<file path="src/sv/gda_pkg.sv">
// Shared types, constants and calendar functions for the Gregorian date unit.
// Used by every stage module and by gregorian_date_arithmetic_unit_core.
package gda_pkg;

   localparam logic [13:0] YEAR_MAX           = 14'd9999;
   localparam logic [6:0]  WEEKEND_MASK_RESET = 7'd96;
   localparam logic [8:0]  DAYS_COMMON_YEAR   = 9'd365;
   localparam logic [8:0]  DAYS_LEAP_YEAR     = 9'd366;
   localparam logic [13:0] WEEKDAY_YEAR_SHIFT = 14'd400;

   localparam logic [2:0] KIND_NEXT_DAY   = 3'd0;
   localparam logic [2:0] KIND_PREV_DAY   = 3'd1;
   localparam logic [2:0] KIND_NEXT_MONTH = 3'd2;
   localparam logic [2:0] KIND_PREV_MONTH = 3'd3;
   localparam logic [2:0] KIND_ADD_YEARS  = 3'd4;
   localparam logic [2:0] KIND_SUB_YEARS  = 3'd5;
   localparam logic [2:0] KIND_NONE       = 3'd6;

   localparam logic [3:0] MONTH_JAN = 4'd1;
   localparam logic [3:0] MONTH_FEB = 4'd2;
   localparam logic [3:0] MONTH_DEC = 4'd12;

   typedef struct packed {
      logic [2:0]  kind;
      logic [4:0]  day;
      logic [3:0]  month;
      logic [13:0] year;
      logic [13:0] amount;
   } req_type;

   typedef struct packed {
      logic               ok;
      logic [4:0]         day;
      logic [3:0]         month;
      logic signed [15:0] year;
   } step_type;

   typedef struct packed {
      logic        ok;
      logic        range_err;
      logic        leap;
      logic [4:0]  day;
      logic [3:0]  month;
      logic [13:0] year;
      logic [4:0]  len;
   } clamp_type;

   typedef struct packed {
      clamp_type   date;
      logic [8:0]  doy;
      logic [14:0] wsum;
   } sum_type;

   typedef struct packed {
      logic [4:0]  res_day;
      logic [3:0]  res_month;
      logic [13:0] res_year;
      logic        input_valid;
      logic        range_error;
      logic [2:0]  weekday;
      logic [8:0]  day_of_year;
      logic [4:0]  days_to_month_end;
      logic [8:0]  days_to_year_end;
      logic        is_leap;
      logic        is_month_end;
      logic        is_weekend;
   } rsp_type;

   // floor(v / 25) by reciprocal, exact for v < 16384
   function automatic logic [9:0] div25(input logic [13:0] v);
      logic [26:0] p;
      p = 27'(v) * 27'(13'd5243);
      return p[26:17];
   endfunction

   // v % 7 by reciprocal, exact for v < 32768
   function automatic logic [2:0] mod7(input logic [14:0] v);
      logic [30:0] p;
      logic [12:0] q;
      logic [14:0] r;
      p = 31'(v) * 31'(16'd37450);
      q = p[30:18];
      r = v - 15'(q) * 15'd7;
      return r[2:0];
   endfunction

   function automatic logic leap_year(input logic [13:0] y);
      logic [9:0]  q;
      logic [13:0] r;
      q = div25(y);
      r = y - 14'(q) * 14'd25;
      return ((y[1:0] == 2'd0) && (r != 14'd0)) || ((y[3:0] == 4'd0) && (r == 14'd0));
   endfunction

   function automatic logic [4:0] month_days(input logic [3:0] m, input logic leap);
      logic [4:0] n;
      unique case (m)
         4'd2:                      n = leap ? 5'd29 : 5'd28;
         4'd4, 4'd6, 4'd9, 4'd11:   n = 5'd30;
         default:                   n = 5'd31;
      endcase
      return n;
   endfunction

   function automatic logic [8:0] days_before(input logic [3:0] m);
      logic [8:0] n;
      unique case (m)
         4'd2:    n = 9'd31;
         4'd3:    n = 9'd59;
         4'd4:    n = 9'd90;
         4'd5:    n = 9'd120;
         4'd6:    n = 9'd151;
         4'd7:    n = 9'd181;
         4'd8:    n = 9'd212;
         4'd9:    n = 9'd243;
         4'd10:   n = 9'd273;
         4'd11:   n = 9'd304;
         4'd12:   n = 9'd334;
         default: n = 9'd0;
      endcase
      return n;
   endfunction

   // (31 * mm) / 12 for the March-based month mm
   function automatic logic [4:0] month_offset(input logic [3:0] mm);
      logic [4:0] n;
      unique case (mm)
         4'd1:    n = 5'd2;
         4'd2:    n = 5'd5;
         4'd3:    n = 5'd7;
         4'd4:    n = 5'd10;
         4'd5:    n = 5'd12;
         4'd6:    n = 5'd15;
         4'd7:    n = 5'd18;
         4'd8:    n = 5'd20;
         4'd9:    n = 5'd23;
         4'd10:   n = 5'd25;
         4'd11:   n = 5'd28;
         4'd12:   n = 5'd31;
         default: n = 5'd0;
      endcase
      return n;
   endfunction

endpackage

</file>
<file path="src/sv/gregorian_date_arithmetic_unit_core.sv">
// Top level of the Gregorian date unit: weekend mask register and four-stage pipeline.
// Depends on gda_pkg, gda_step, gda_clamp, gda_sum and gda_facts.
//
//   channel  direction  handshake              payload
//   req      in         req_valid/req_ready    kind, day, month, year, amount
//   rsp      out        rsp_valid/rsp_ready    date and calendar facts
//   csr      in         csr_wr_en              weekend mask, 7 bits
//
// One transfer per cycle in and out while rsp_ready is high.
// Each stage holds one item; ready runs back through the stages so a stall holds data.
// Synchronous reset empties the pipeline and sets the weekend mask to Friday and Saturday.
module gregorian_date_arithmetic_unit_core import gda_pkg::*; (
   input  logic        clock,
   input  logic        reset,
   input  logic        req_valid,
   output logic        req_ready,
   input  logic [2:0]  req_kind,
   input  logic [4:0]  req_day,
   input  logic [3:0]  req_month,
   input  logic [13:0] req_year,
   input  logic [13:0] req_amount,
   output logic        rsp_valid,
   input  logic        rsp_ready,
   output logic [4:0]  rsp_res_day,
   output logic [3:0]  rsp_res_month,
   output logic [13:0] rsp_res_year,
   output logic        rsp_input_valid,
   output logic        rsp_range_error,
   output logic [2:0]  rsp_weekday,
   output logic [8:0]  rsp_day_of_year,
   output logic [4:0]  rsp_days_to_month_end,
   output logic [8:0]  rsp_days_to_year_end,
   output logic        rsp_is_leap,
   output logic        rsp_is_month_end,
   output logic        rsp_is_weekend,
   input  logic        csr_wr_en,
   input  logic [6:0]  csr_wr_data
);

   logic [6:0] weekend_mask_ff;
   logic [6:0] weekend_mask_in;
   req_type    req;
   step_type   s1_data;
   clamp_type  s2_data;
   sum_type    s3_data;
   rsp_type    rsp;
   logic       s1_valid, s1_ready;
   logic       s2_valid, s2_ready;
   logic       s3_valid, s3_ready;

   assign weekend_mask_in = csr_wr_en ? csr_wr_data : weekend_mask_ff;

   always_ff @(posedge clock) begin
      if (reset) begin
         weekend_mask_ff <= WEEKEND_MASK_RESET;
      end else begin
         weekend_mask_ff <= weekend_mask_in;
      end
   end

   assign req.kind   = req_kind;
   assign req.day    = req_day;
   assign req.month  = req_month;
   assign req.year   = req_year;
   assign req.amount = req_amount;

   gda_step u_step (
      .clock     (clock),
      .reset     (reset),
      .in_valid  (req_valid),
      .in_ready  (req_ready),
      .in_data   (req),
      .out_valid (s1_valid),
      .out_ready (s1_ready),
      .out_data  (s1_data)
   );

   gda_clamp u_clamp (
      .clock     (clock),
      .reset     (reset),
      .in_valid  (s1_valid),
      .in_ready  (s1_ready),
      .in_data   (s1_data),
      .out_valid (s2_valid),
      .out_ready (s2_ready),
      .out_data  (s2_data)
   );

   gda_sum u_sum (
      .clock     (clock),
      .reset     (reset),
      .in_valid  (s2_valid),
      .in_ready  (s2_ready),
      .in_data   (s2_data),
      .out_valid (s3_valid),
      .out_ready (s3_ready),
      .out_data  (s3_data)
   );

   gda_facts u_facts (
      .clock        (clock),
      .reset        (reset),
      .weekend_mask (weekend_mask_ff),
      .in_valid     (s3_valid),
      .in_ready     (s3_ready),
      .in_data      (s3_data),
      .out_valid    (rsp_valid),
      .out_ready    (rsp_ready),
      .out_data     (rsp)
   );

   assign rsp_res_day           = rsp.res_day;
   assign rsp_res_month         = rsp.res_month;
   assign rsp_res_year          = rsp.res_year;
   assign rsp_input_valid       = rsp.input_valid;
   assign rsp_range_error       = rsp.range_error;
   assign rsp_weekday           = rsp.weekday;
   assign rsp_day_of_year       = rsp.day_of_year;
   assign rsp_days_to_month_end = rsp.days_to_month_end;
   assign rsp_days_to_year_end  = rsp.days_to_year_end;
   assign rsp_is_leap           = rsp.is_leap;
   assign rsp_is_month_end      = rsp.is_month_end;
   assign rsp_is_weekend        = rsp.is_weekend;

endmodule

</file>
<file path="src/sv/gda_step.sv">
// Stage 1: check the input date and apply the day, month or year step.
// Depends on gda_pkg.
module gda_step import gda_pkg::*; (
   input  logic     clock,
   input  logic     reset,
   input  logic     in_valid,
   output logic     in_ready,
   input  req_type  in_data,
   output logic     out_valid,
   input  logic     out_ready,
   output step_type out_data
);

   logic     valid_ff;
   step_type data_ff;
   step_type data_in;
   logic     leap0;
   logic [4:0] len0;

   assign in_ready  = !valid_ff || out_ready;
   assign out_valid = valid_ff;
   assign out_data  = data_ff;

   always_comb begin
      leap0 = leap_year(in_data.year);
      len0  = month_days(in_data.month, leap0);
      data_in.ok = (in_data.month >= MONTH_JAN) && (in_data.month <= MONTH_DEC) &&
                   (in_data.year <= YEAR_MAX) && (in_data.day != 5'd0) &&
                   (in_data.day <= len0);
      data_in.day   = in_data.day;
      data_in.month = in_data.month;
      data_in.year  = $signed({2'b00, in_data.year});
      if (data_in.ok) begin
         unique case (in_data.kind)
            KIND_NEXT_DAY: begin
               if (in_data.day == len0) begin
                  data_in.day = 5'd1;
                  if (in_data.month == MONTH_DEC) begin
                     data_in.month = MONTH_JAN;
                     data_in.year  = data_in.year + 16'sd1;
                  end else begin
                     data_in.month = in_data.month + 4'd1;
                  end
               end else begin
                  data_in.day = in_data.day + 5'd1;
               end
            end
            KIND_PREV_DAY: begin
               if (in_data.day == 5'd1) begin
                  if (in_data.month == MONTH_JAN) begin
                     data_in.month = MONTH_DEC;
                     data_in.day   = 5'd31;
                     data_in.year  = data_in.year - 16'sd1;
                  end else begin
                     data_in.month = in_data.month - 4'd1;
                     data_in.day   = month_days(in_data.month - 4'd1, leap0);
                  end
               end else begin
                  data_in.day = in_data.day - 5'd1;
               end
            end
            KIND_NEXT_MONTH: begin
               if (in_data.month == MONTH_DEC) begin
                  data_in.month = MONTH_JAN;
                  data_in.year  = data_in.year + 16'sd1;
               end else begin
                  data_in.month = in_data.month + 4'd1;
               end
            end
            KIND_PREV_MONTH: begin
               if (in_data.month == MONTH_JAN) begin
                  data_in.month = MONTH_DEC;
                  data_in.year  = data_in.year - 16'sd1;
               end else begin
                  data_in.month = in_data.month - 4'd1;
               end
            end
            KIND_ADD_YEARS: data_in.year = data_in.year + $signed({2'b00, in_data.amount});
            KIND_SUB_YEARS: data_in.year = data_in.year - $signed({2'b00, in_data.amount});
            default: ;
         endcase
      end
   end

   always_ff @(posedge clock) begin
      if (reset) begin
         valid_ff <= 1'b0;
      end else if (in_ready) begin
         valid_ff <= in_valid;
      end
   end

   always_ff @(posedge clock) begin
      if (in_valid && in_ready) begin
         data_ff <= data_in;
      end
   end

endmodule

</file>
<file path="src/sv/gda_clamp.sv">
// Stage 2: saturate the year, find its leap status and clamp the day.
// Depends on gda_pkg.
module gda_clamp import gda_pkg::*; (
   input  logic      clock,
   input  logic      reset,
   input  logic      in_valid,
   output logic      in_ready,
   input  step_type  in_data,
   output logic      out_valid,
   input  logic      out_ready,
   output clamp_type out_data
);

   logic      valid_ff;
   clamp_type data_ff;
   clamp_type data_in;
   logic      over;
   logic      leap_r;
   logic [4:0] len_r;

   assign in_ready  = !valid_ff || out_ready;
   assign out_valid = valid_ff;
   assign out_data  = data_ff;

   always_comb begin
      over = !in_data.year[15] && (in_data.year[14:0] > {1'b0, YEAR_MAX});
      data_in.ok    = in_data.ok;
      data_in.month = in_data.month;
      data_in.year  = in_data.year[13:0];
      data_in.range_err = 1'b0;
      if (in_data.ok) begin
         if (over) begin
            data_in.year      = YEAR_MAX;
            data_in.range_err = 1'b1;
         end else if (in_data.year[15]) begin
            data_in.year      = 14'd0;
            data_in.range_err = 1'b1;
         end
      end
      leap_r       = leap_year(data_in.year);
      len_r        = month_days(in_data.month, leap_r);
      data_in.leap = in_data.ok && leap_r;
      data_in.len  = len_r;
      data_in.day  = (in_data.ok && (in_data.day > len_r)) ? len_r : in_data.day;
   end

   always_ff @(posedge clock) begin
      if (reset) begin
         valid_ff <= 1'b0;
      end else if (in_ready) begin
         valid_ff <= in_valid;
      end
   end

   always_ff @(posedge clock) begin
      if (in_valid && in_ready) begin
         data_ff <= data_in;
      end
   end

endmodule

</file>
<file path="src/sv/gda_sum.sv">
// Stage 3: day of year and the weekday sum before its reduction mod 7.
// Depends on gda_pkg.
module gda_sum import gda_pkg::*; (
   input  logic      clock,
   input  logic      reset,
   input  logic      in_valid,
   output logic      in_ready,
   input  clamp_type in_data,
   output logic      out_valid,
   input  logic      out_ready,
   output sum_type   out_data
);

   logic        valid_ff;
   sum_type     data_ff;
   sum_type     data_in;
   logic        early;
   logic [13:0] yy;
   logic [3:0]  mm;
   logic [11:0] q4;
   logic [9:0]  q100;
   logic [7:0]  q400;

   assign in_ready  = !valid_ff || out_ready;
   assign out_valid = valid_ff;
   assign out_data  = data_ff;

   always_comb begin
      early = (in_data.month <= MONTH_FEB);
      yy    = in_data.year + WEEKDAY_YEAR_SHIFT - 14'(early);
      mm    = early ? (in_data.month + 4'd10) : (in_data.month - 4'd2);
      q4    = yy[13:2];
      q100  = div25({2'b00, q4});
      q400  = q100[9:2];
      data_in.date = in_data;
      data_in.doy  = days_before(in_data.month) + 9'(in_data.day) +
                     9'(in_data.leap && (in_data.month > MONTH_FEB));
      data_in.wsum = 15'(in_data.day) + 15'(yy) + 15'(q4) - 15'(q100) + 15'(q400) +
                     15'(month_offset(mm));
   end

   always_ff @(posedge clock) begin
      if (reset) begin
         valid_ff <= 1'b0;
      end else if (in_ready) begin
         valid_ff <= in_valid;
      end
   end

   always_ff @(posedge clock) begin
      if (in_valid && in_ready) begin
         data_ff <= data_in;
      end
   end

endmodule

</file>
<file path="src/sv/gda_facts.sv">
// Stage 4: weekday, weekend flag and remaining-day counts; drives the result.
// Depends on gda_pkg.
module gda_facts import gda_pkg::*; (
   input  logic       clock,
   input  logic       reset,
   input  logic [6:0] weekend_mask,
   input  logic       in_valid,
   output logic       in_ready,
   input  sum_type    in_data,
   output logic       out_valid,
   input  logic       out_ready,
   output rsp_type    out_data
);

   logic       valid_ff;
   rsp_type    data_ff;
   rsp_type    data_in;
   logic [2:0] wd;
   logic       ok;

   assign in_ready  = !valid_ff || out_ready;
   assign out_valid = valid_ff;
   assign out_data  = data_ff;

   always_comb begin
      ok = in_data.date.ok;
      wd = ok ? mod7(in_data.wsum) : 3'd0;
      data_in.res_day     = in_data.date.day;
      data_in.res_month   = in_data.date.month;
      data_in.res_year    = in_data.date.year;
      data_in.input_valid = ok;
      data_in.range_error = ok && in_data.date.range_err;
      data_in.weekday     = wd;
      data_in.is_leap     = ok && in_data.date.leap;
      data_in.day_of_year = ok ? in_data.doy : 9'd0;
      data_in.days_to_month_end = ok ? (in_data.date.len - in_data.date.day) : 5'd0;
      data_in.days_to_year_end  =
         ok ? ((in_data.date.leap ? DAYS_LEAP_YEAR : DAYS_COMMON_YEAR) - in_data.doy) : 9'd0;
      data_in.is_month_end = ok && (in_data.date.day == in_data.date.len);
      data_in.is_weekend   = ok && weekend_mask[wd];
   end

   always_ff @(posedge clock) begin
      if (reset) begin
         valid_ff <= 1'b0;
      end else if (in_ready) begin
         valid_ff <= in_valid;
      end
   end

   always_ff @(posedge clock) begin
      if (in_valid && in_ready) begin
         data_ff <= data_in;
      end
   end

endmodule
</file>
<file path="config.mk">
export PLATFORM = sky130hd
export DESIGN_NAME = gregorian_date_arithmetic_unit_core
export DESIGN_NICKNAME = d
export VERILOG_FILES = /design/src/sv/gda_pkg.sv /design/src/sv/gregorian_date_arithmetic_unit_core.sv /design/src/sv/gda_step.sv /design/src/sv/gda_clamp.sv /design/src/sv/gda_sum.sv /design/src/sv/gda_facts.sv
export SDC_FILE = /design/constraint.sdc
export NUM_CORES = 1
export LEC_CHECK = 0
export BUFFER_PORTS_ARGS = -buffer_cell sky130_fd_sc_hd__buf_2
export CORE_MARGIN = 4
export CORE_UTILIZATION = 38
export CTS_CLUSTER_DIAMETER = 40
export DETAILED_ROUTE_END_ITERATION = 12
export GPL_TIMING_DRIVEN = 1
export SLEW_MARGIN = 25
export SYNTH_ARGS = -nofsm -noshare
export SYNTH_HDL_FRONTEND = slang
export SYNTH_SLANG_ARGS = --single-unit
</file>
<file path="constraint.sdc">
create_clock -name clock -period 15.45 [get_ports clock]
set_input_delay 1.545 -clock clock [delete_from_list [all_inputs] [get_ports clock]]
set_output_delay 1.545 -clock clock [all_outputs]
set_load 0.01 [all_outputs]
</file>
==> impl_summary.md, run 1 <==
Layout
Cells with a size suffix above 1 make up 6.763% of the layout. In the layout the commonest cells are inv_1, ha_1, fa_1. From synthesis to final layout, the design area changed by 8.843%. The layout has 6487 filler cells. The net count of the finished layout is 3562.

The most common cell after layout, fill and taps aside is inv_1.

Timing
The relative max-transition margin is 32.46%. Summed over all failing endpoints, the final setup total negative slack is 0 ps. Setup violations remaining at the end of the flow were counted as 0. The final critical path time including I/O delays and setup is 13530 ps.

The post-route clock period utilization is 87.57%. The maximum clock skew at final layout is 19.50 ps. Setup repair after global routing left no endpoint under its margin. The count of pins over their slew limit was 0. The count of endpoints failing hold in the final timing report is 0. The achievable frequency is 73.91 MHz. The measured slew at the worst slew-check pin is 1002 ps.

Clock network
The H-tree generated during clock tree synthesis spans 4 levels. The count of cells resized by post-cts repair is 0. The hold-fix buffer count after cts is 0. The number of setup buffers added after CTS is 0. The clock transition at the register clock pins on the worst setup and hold paths after CTS is 80 ps. Buffers inserted during clock tree synthesis total 17. For the worst-skew pair, the clock arrives at the later sink with an insertion delay of 450 ps. The clock root buffer is clkbuf_16. The clock passes through at most 2 buffers. Clock tree synthesis found a total of 180 sinks. The CTS tree is yes.

Synth
The combined area of all synthesized cells is 0.02585 mm^2. The area share of the largest cell type after synthesis is 26.72%. For this run, the leading register cell type out of synthesis is edfxtp_1. The flip-flop and latch count after synthesis is 180. The net count after synthesis is 3458. Counting flops with an async set or reset pin after synthesis yields a share of 0%. Counting every instance in the synthesized netlist gives 2589. The largest total area in the synthesized netlist belongs to ha_1.

A synthesized cell averages 9.984 um^2. Yosys printed 0 warnings. The number of synthesized flops with an enable pin is 160.

The count of distinct cell types in the synthesized netlist is 74. The proportion of synthesized chip area in sequential cells is 20.14%. By area the synthesized netlist is led by ha_1, fa_1, edfxtp_1, inv_1, xnor2_1.

Setup path
The critical path in this run is classified as reg -> reg. The highest cell delay on the worst timing path is 650 ps. The data arrival at the endpoint of the critical path is 13720 ps.

The kind of start point of the critical path is a flop. The critical-path maximum fanout is 8. The critical path endpoint category is a flop. The slowest cell on the critical path is a211oi_1. By instance count, the cell type seen most on the critical path is inv_1. The worst endpoint required time is 15640 ps.

Flow run
The number of max-cap violations is 0.

Drt
In this run the top signal layer used is met5. Detailed routing placed a total of 2820 um of wire on met3. The first detailed-routing pass took 6 iterations. The wire length reported by the detailed router is 59720 um.

For this run, design rule violations remaining after detail routing come to 0. The total via count after detailed routing is 18150. Wire segments on met2 add up to 28880 um in the final route. The violation count after the first detailed-routing iteration is 967.

In the final routing, the length of wire on met1 measures 26700 um. Using the TritonRoute via totals, the vias-per-cell ratio works out to 5.062. In this run the remaining antenna-violating nets after routing total 0.

The routed wire length per instance is 16.66 um.

Placement
The count of port buffers added during placement is 107. Once detailed placement completed, the half-perimeter wirelength came to 50540 um. The global placer's final weighted congestion is 0.9124.

Floorplanning
The region available for standard cell placement spans 0.06728 mm^2. The die height is 268.8 um. Row generation in the floorplan step produced 95 rows. The die covers 0.07226 mm^2. The I/O pin count is 108. The chip width is 268.8 um. For this configuration, the core starts out at a cell density of 38.42%.

Global routing
Summed over all layers, the global routing overflow is 0. The first global-routing pass estimated 98690 um of wire. The via count of the first global-routing pass was 19100. Entering global routing, the biggest net connects 55 pins. The initial antenna violation count is 8. The global-route usage over all layers is 17.03%.

Outcome
The flow ran to the end, and the final reports show no timing, DRC or antenna violations.

Worst hold path
The worst min-delay path category is reg -> reg.
## synth_stat cells, drive strengths merged (8+ instances only)
cell,number
edfxtp,160
mux2i,19
xor2,39
inv,568
nor4,9
o211ai,11
a211oi,19
a31oi,11
o21ai,91
xnor2,82
fa,265
o21a,20
nand2b,18
a21boi,9
a21oi,118
nand4,12
and3,19
clkbuf,34
o31ai,8
a211o,9
o21bai,16
ha,552
dfxtp,20
o22ai,11
nor2b,31
a21o,37
and2,37
nor2,98
or3,11
nand2,90
nor3,37
nand3,31
## flip-flops by register name, summed over array words and instances, names as in the netlist, named ones only
register	count
u_clamp.out_data	28
u_step.out_data	26
u_sum.out_valid	1
u_clamp.out_valid	1
u_facts.out_valid	1
u_sum.out_data	52
u_step.out_valid	1
u_facts.out_data	54
weekend_mask_ff	7
## metrics by stage
step	utilization, %	cells	hold WS (ps)	instance area [um^2]	setup WS (ps)
after detailed placement	40.83	3547	405.7	27470	2016
after floorplan	-	2589	400.3	25850	3255
after global routing	41.80	3579	442.7	28120	805.3
after CTS	41.79	3579	429.4	28110	1942
final	41.82	3585	427.5	28140	1921
after global placement	40.82	3547	406.9	27470	2367
## cells by family (layout without fill, tap and decap cells)
logic type	count (synthesis)	count (layout)	share of synthesized area (%)
AOI/OAI and AO/OA	414	414	10.31
xor gates and xnor gates	121	121	4.100
buffers and inverters	608	725	8.838
DFF	180	180	20.14
and+or+nand+nor	422	422	8.253
muxes	27	27	1.128
adders and majority gates	817	817	47.24
other	0	6	0
## metal layers
layer / vias to the layer above / GRT usage (%)
met1: 8758 / 22.44
li1: 8860 / -
met3: 90 / 2.655
met5: - / 0
met4: 8 / 4.196
met2: 433 / 29.55
## path summary, 6_finish.rpt
kind                                        endpoint  slack [ps]  cells after the start            startpoint
worst max-delay path              u_sum.out_data[14]        1920                     50  u_clamp.out_data[19]
worst min-delay path            u_facts.out_data[44]         430                      0    u_sum.out_data[42]
worst max register to register    u_sum.out_data[14]        1920                     50  u_clamp.out_data[19]
worst min register to register  u_facts.out_data[44]         430                      0    u_sum.out_data[42]
## critical path: cells and delay by family, from the launching register on
kind	cells	cell delay, ps
flops	1	460
buf+inv	10	930
xor+xnor	3	990
compound gates	19	5050
fa+ha+maj	14	5420
simple gates	4	400
## layout make-up
class                   instances  area, um^2  share of cell area, %
multi-input cells            1801       18390                  65.36
well taps                     873        1092                  3.882
diodes                          6       15.01                0.05336
repair buffers                121       640.6                  2.277
inverters                     572        2148                  7.636
flip-flops and latches        180        5205                  18.50
clock buffers                  17       425.4                  1.512
clock inverters                15       220.2                 0.7827
Power of run 1 is not shown: default switching activity piles up to over one toggle a cycle in this logic, so the estimate is an artifact.
==> inputs of run 2 (changes only) <==
--- a/config.mk
+++ b/config.mk
@@ -7,7 +7,7 @@
 export LEC_CHECK = 0
 export BUFFER_PORTS_ARGS = -buffer_cell sky130_fd_sc_hd__buf_2
 export CORE_MARGIN = 4
-export CORE_UTILIZATION = 38
+export CORE_UTILIZATION = 39
 export CTS_CLUSTER_DIAMETER = 40
 export DETAILED_ROUTE_END_ITERATION = 12
 export GPL_TIMING_DRIVEN = 1
==> run 2 against run 1 <==
  * Cell area fell by 0.16%
  * Core utilization grew 0.90 points
  * Non-clock buffer count rose by 1
  * Clock skew shrank 5.1 ps
  * Global-route usage up 0.37 points
  * Die area fell by 2.5%
  * Flip-flop and latch count did not move
  * Register-to-register slack better by 210 ps
  * Fmax rose by 1.6%
  * Count of clock-buffer cells in the layout unchanged
  * Sequential share of layout area hardly changed
  * Critical endpoint unchanged
  * Highest routed layer unchanged
==> impl_summary.md, run 2 (synthesis results as in run 1) <==
Layout
The number of fill cells is 6270 (-3.3%). The area of combinational cells with multiple inputs is 0.01838 mm^2 (about the same). The flip-flop count of the largest register, all copies and words added was 54 (unchanged). From synthesis to final layout, the design area changed by 8.664%. The most common cell after layout, fill and taps aside is inv_1.

The post-layout utilization of the core was 42.72% (+0.90 points). The net total in the final layout is 3563 (+0.028%). The share of final-layout standard cells stronger than drive strength 1 is 6.723% (-0.039 points). The library cells used most frequently in the layout, excluding fill and tap cells, are inv_1, ha_1, fa_1. The register cell area after layout is 0.005205 mm^2 (unchanged).

Clock network
The clock root buffer is clkbuf_16. The H-tree depth reported by CTS came to 4 (unchanged). The clock transition at the register clock pins on the worst setup and hold paths after CTS is 70 ps (about the same). The number of setup buffers added after CTS is 0 (unchanged). The maximum root-to-sink buffer count is 2 (unchanged).

The total clock sinks is 180 (unchanged). TritonCTS built the clock tree. The source-to-sink clock delay at the later pin of the worst-skew pair is 460 ps (about the same).

The count of cells resized by post-cts repair is 0 (unchanged). The hold-fix buffer count after cts was 0 (unchanged). The number of clock buffers inserted by TritonCTS was 17 (unchanged).

Placement
The count of port buffers added during placement came to 107 (unchanged). The detailed-placement wirelength estimate is 51090 um (+1.1%). The global placer's final weighted congestion came to 0.9078 (-0.50%).

Global routing
The met2 track demand over resource in global routing came to 30.70% (+1.1 points). The initial antenna violation count is 8 (unchanged). The via count of the first global-routing pass is 19400 (+1.6%). The global-route usage over all layers is 17.41% (+0.37 points). The met1 capacity usage during global routing is 22.54% (+0.10 points).

The total global routing overflow was 0 (unchanged). The most utilized layer in the global route result is met2. The global-route met3 utilization came to 2.460% (-0.19 points).

The maximum number of pins on one net before global-route repair is 55 (unchanged). The wire length of the first global-routing pass is 99310 um (+0.63%).

Setup path
STA classifies the critical path startpoint as a flop. The worst endpoint required time is 15650 ps (about the same). The worst setup path is of the reg -> reg kind. The data arrival at the endpoint of the critical path is 13510 ps (-210 ps). The library cell appearing most often on the critical path is inv_1.

STA classifies the critical path endpoint as a flop. For this design, the slowest cell found on the critical path is a211oi_1. The highest cell delay on the worst timing path is 630 ps (-20 ps).

The critical-path maximum fanout was 9 (+1).

Drt
The total via count after detailed routing is 18270 (+0.64%). The number of detailed-route iterations in the first pass is 5 (-1). The number of nets with antenna violations after routing is 0 (unchanged). The wire length reported by the detailed router is 60310 um (+0.99%). The number of design rule violations left after detail routing was 0 (unchanged). The violation count after the first detailed-routing iteration is 1086 (+12%). The via density per instance is 5.106 (+0.86%). The routed wire length per instance is 16.86 um (+1.2%).

Floorplanning
The count of standard-cell rows came to 94 (-1.1%). The total core area is 0.06575 mm^2 (-2.3%). The I/O pin count is 108 (unchanged).

The chip width is 265.5 um (-1.3%). The die height was 265.5 um (-1.3%). The starting density of the core is 39.32% (+0.90 points). The area of the die came to 0.07046 mm^2 (-2.5%).

Timing
The final critical path time including I/O delays and setup is 13310 ps (-214.9 ps). The count of endpoints failing hold in the final timing report came to 0 (unchanged). The post-route clock period utilization is 86.18% (-1.4 points). The achievable frequency is 75.11 MHz (+1.6%). The relative max-transition margin came to 34.64% (+2.2 points).

The count of pins over their slew limit is 0 (unchanged). Setup repair after global routing left no endpoint under its margin. The measured slew at the worst slew-check pin was 966.8 ps (-35.60 ps). The setup TNS after final layout is 0 ps (unchanged). The total of endpoints with negative setup slack in the final report is 0 (unchanged). The maximum clock skew at final layout is 14.39 ps (-5.119 ps).

Flow run
The number of max-cap violations came to 0 (unchanged).

Outcome
The run finished with clean final reports.

Worst hold path
The worst hold path belongs to the class reg -> reg.
==> run 2: cell types whose count changed in the layout (fill, tap and decap cells not counted), sizes merged <==
cell    change
buf         +1
clkinv      -1
inv         +1
==> run 2: worst paths after layout <==
| path | depth (start not counted) | startpoint | end | slack, ps |
|---|---|---|---|---|
| max | 51 | u_clamp.out_data[19] | u_sum.out_data[14] | 2140 |
| max reg2reg | 51 | u_clamp.out_data[19] | u_sum.out_data[14] | 2140 |
| min reg2reg | 0 | u_sum.out_data[45] | u_facts.out_data[47] | 420 |
| min | 0 | u_sum.out_data[45] | u_facts.out_data[47] | 420 |
==> run 2: cell type report <==
type                            count  area share [%]
Multi-Input combinational cell   1801           65.44
Sequential cell                   180           18.53
Inverter                          572           7.648
Tap cell                          864           3.849
Timing Repair Buffer              122           2.307
Clock buffer                       17           1.514
Clock inverter                     15          0.6548
Antenna cell                        6         0.05345
==> run 2: through the flow <==
step	instances	instance area, um^2	setup slack [ps]	hold slack [ps]
after floorplan	2589	25850	3255	400.3
after global placement	3539	27460	2377	406.7
after detailed placement	3539	27460	2165	404.5
after CTS	3571	28070	2120	423.2
after global routing	3572	28080	1225	435.5
final	3577	28090	2136	422.5
==> run 2: per-layer routing <==
metal	share of wire, %	vias to the layer above
met5	0.078	-
met4	2.0	6
met1	44	8891
met3	5.1	83
li1	-	8854
met2	49	431
==> run 2: worst max-delay path: cells and delay by family, from the launching register on <==
| kind | cells | cell delay (ps) |
|---|---|---|
| adders and majority gates | 13 | 5210 |
| AOI/OAI and AO/OA | 20 | 4630 |
| and+or+nand+nor | 5 | 1000 |
| buffers and inverters | 10 | 960 |
| xor gates and xnor gates | 3 | 820 |
| DFF | 1 | 450 |
Power of run 2 is left out for the same reason.
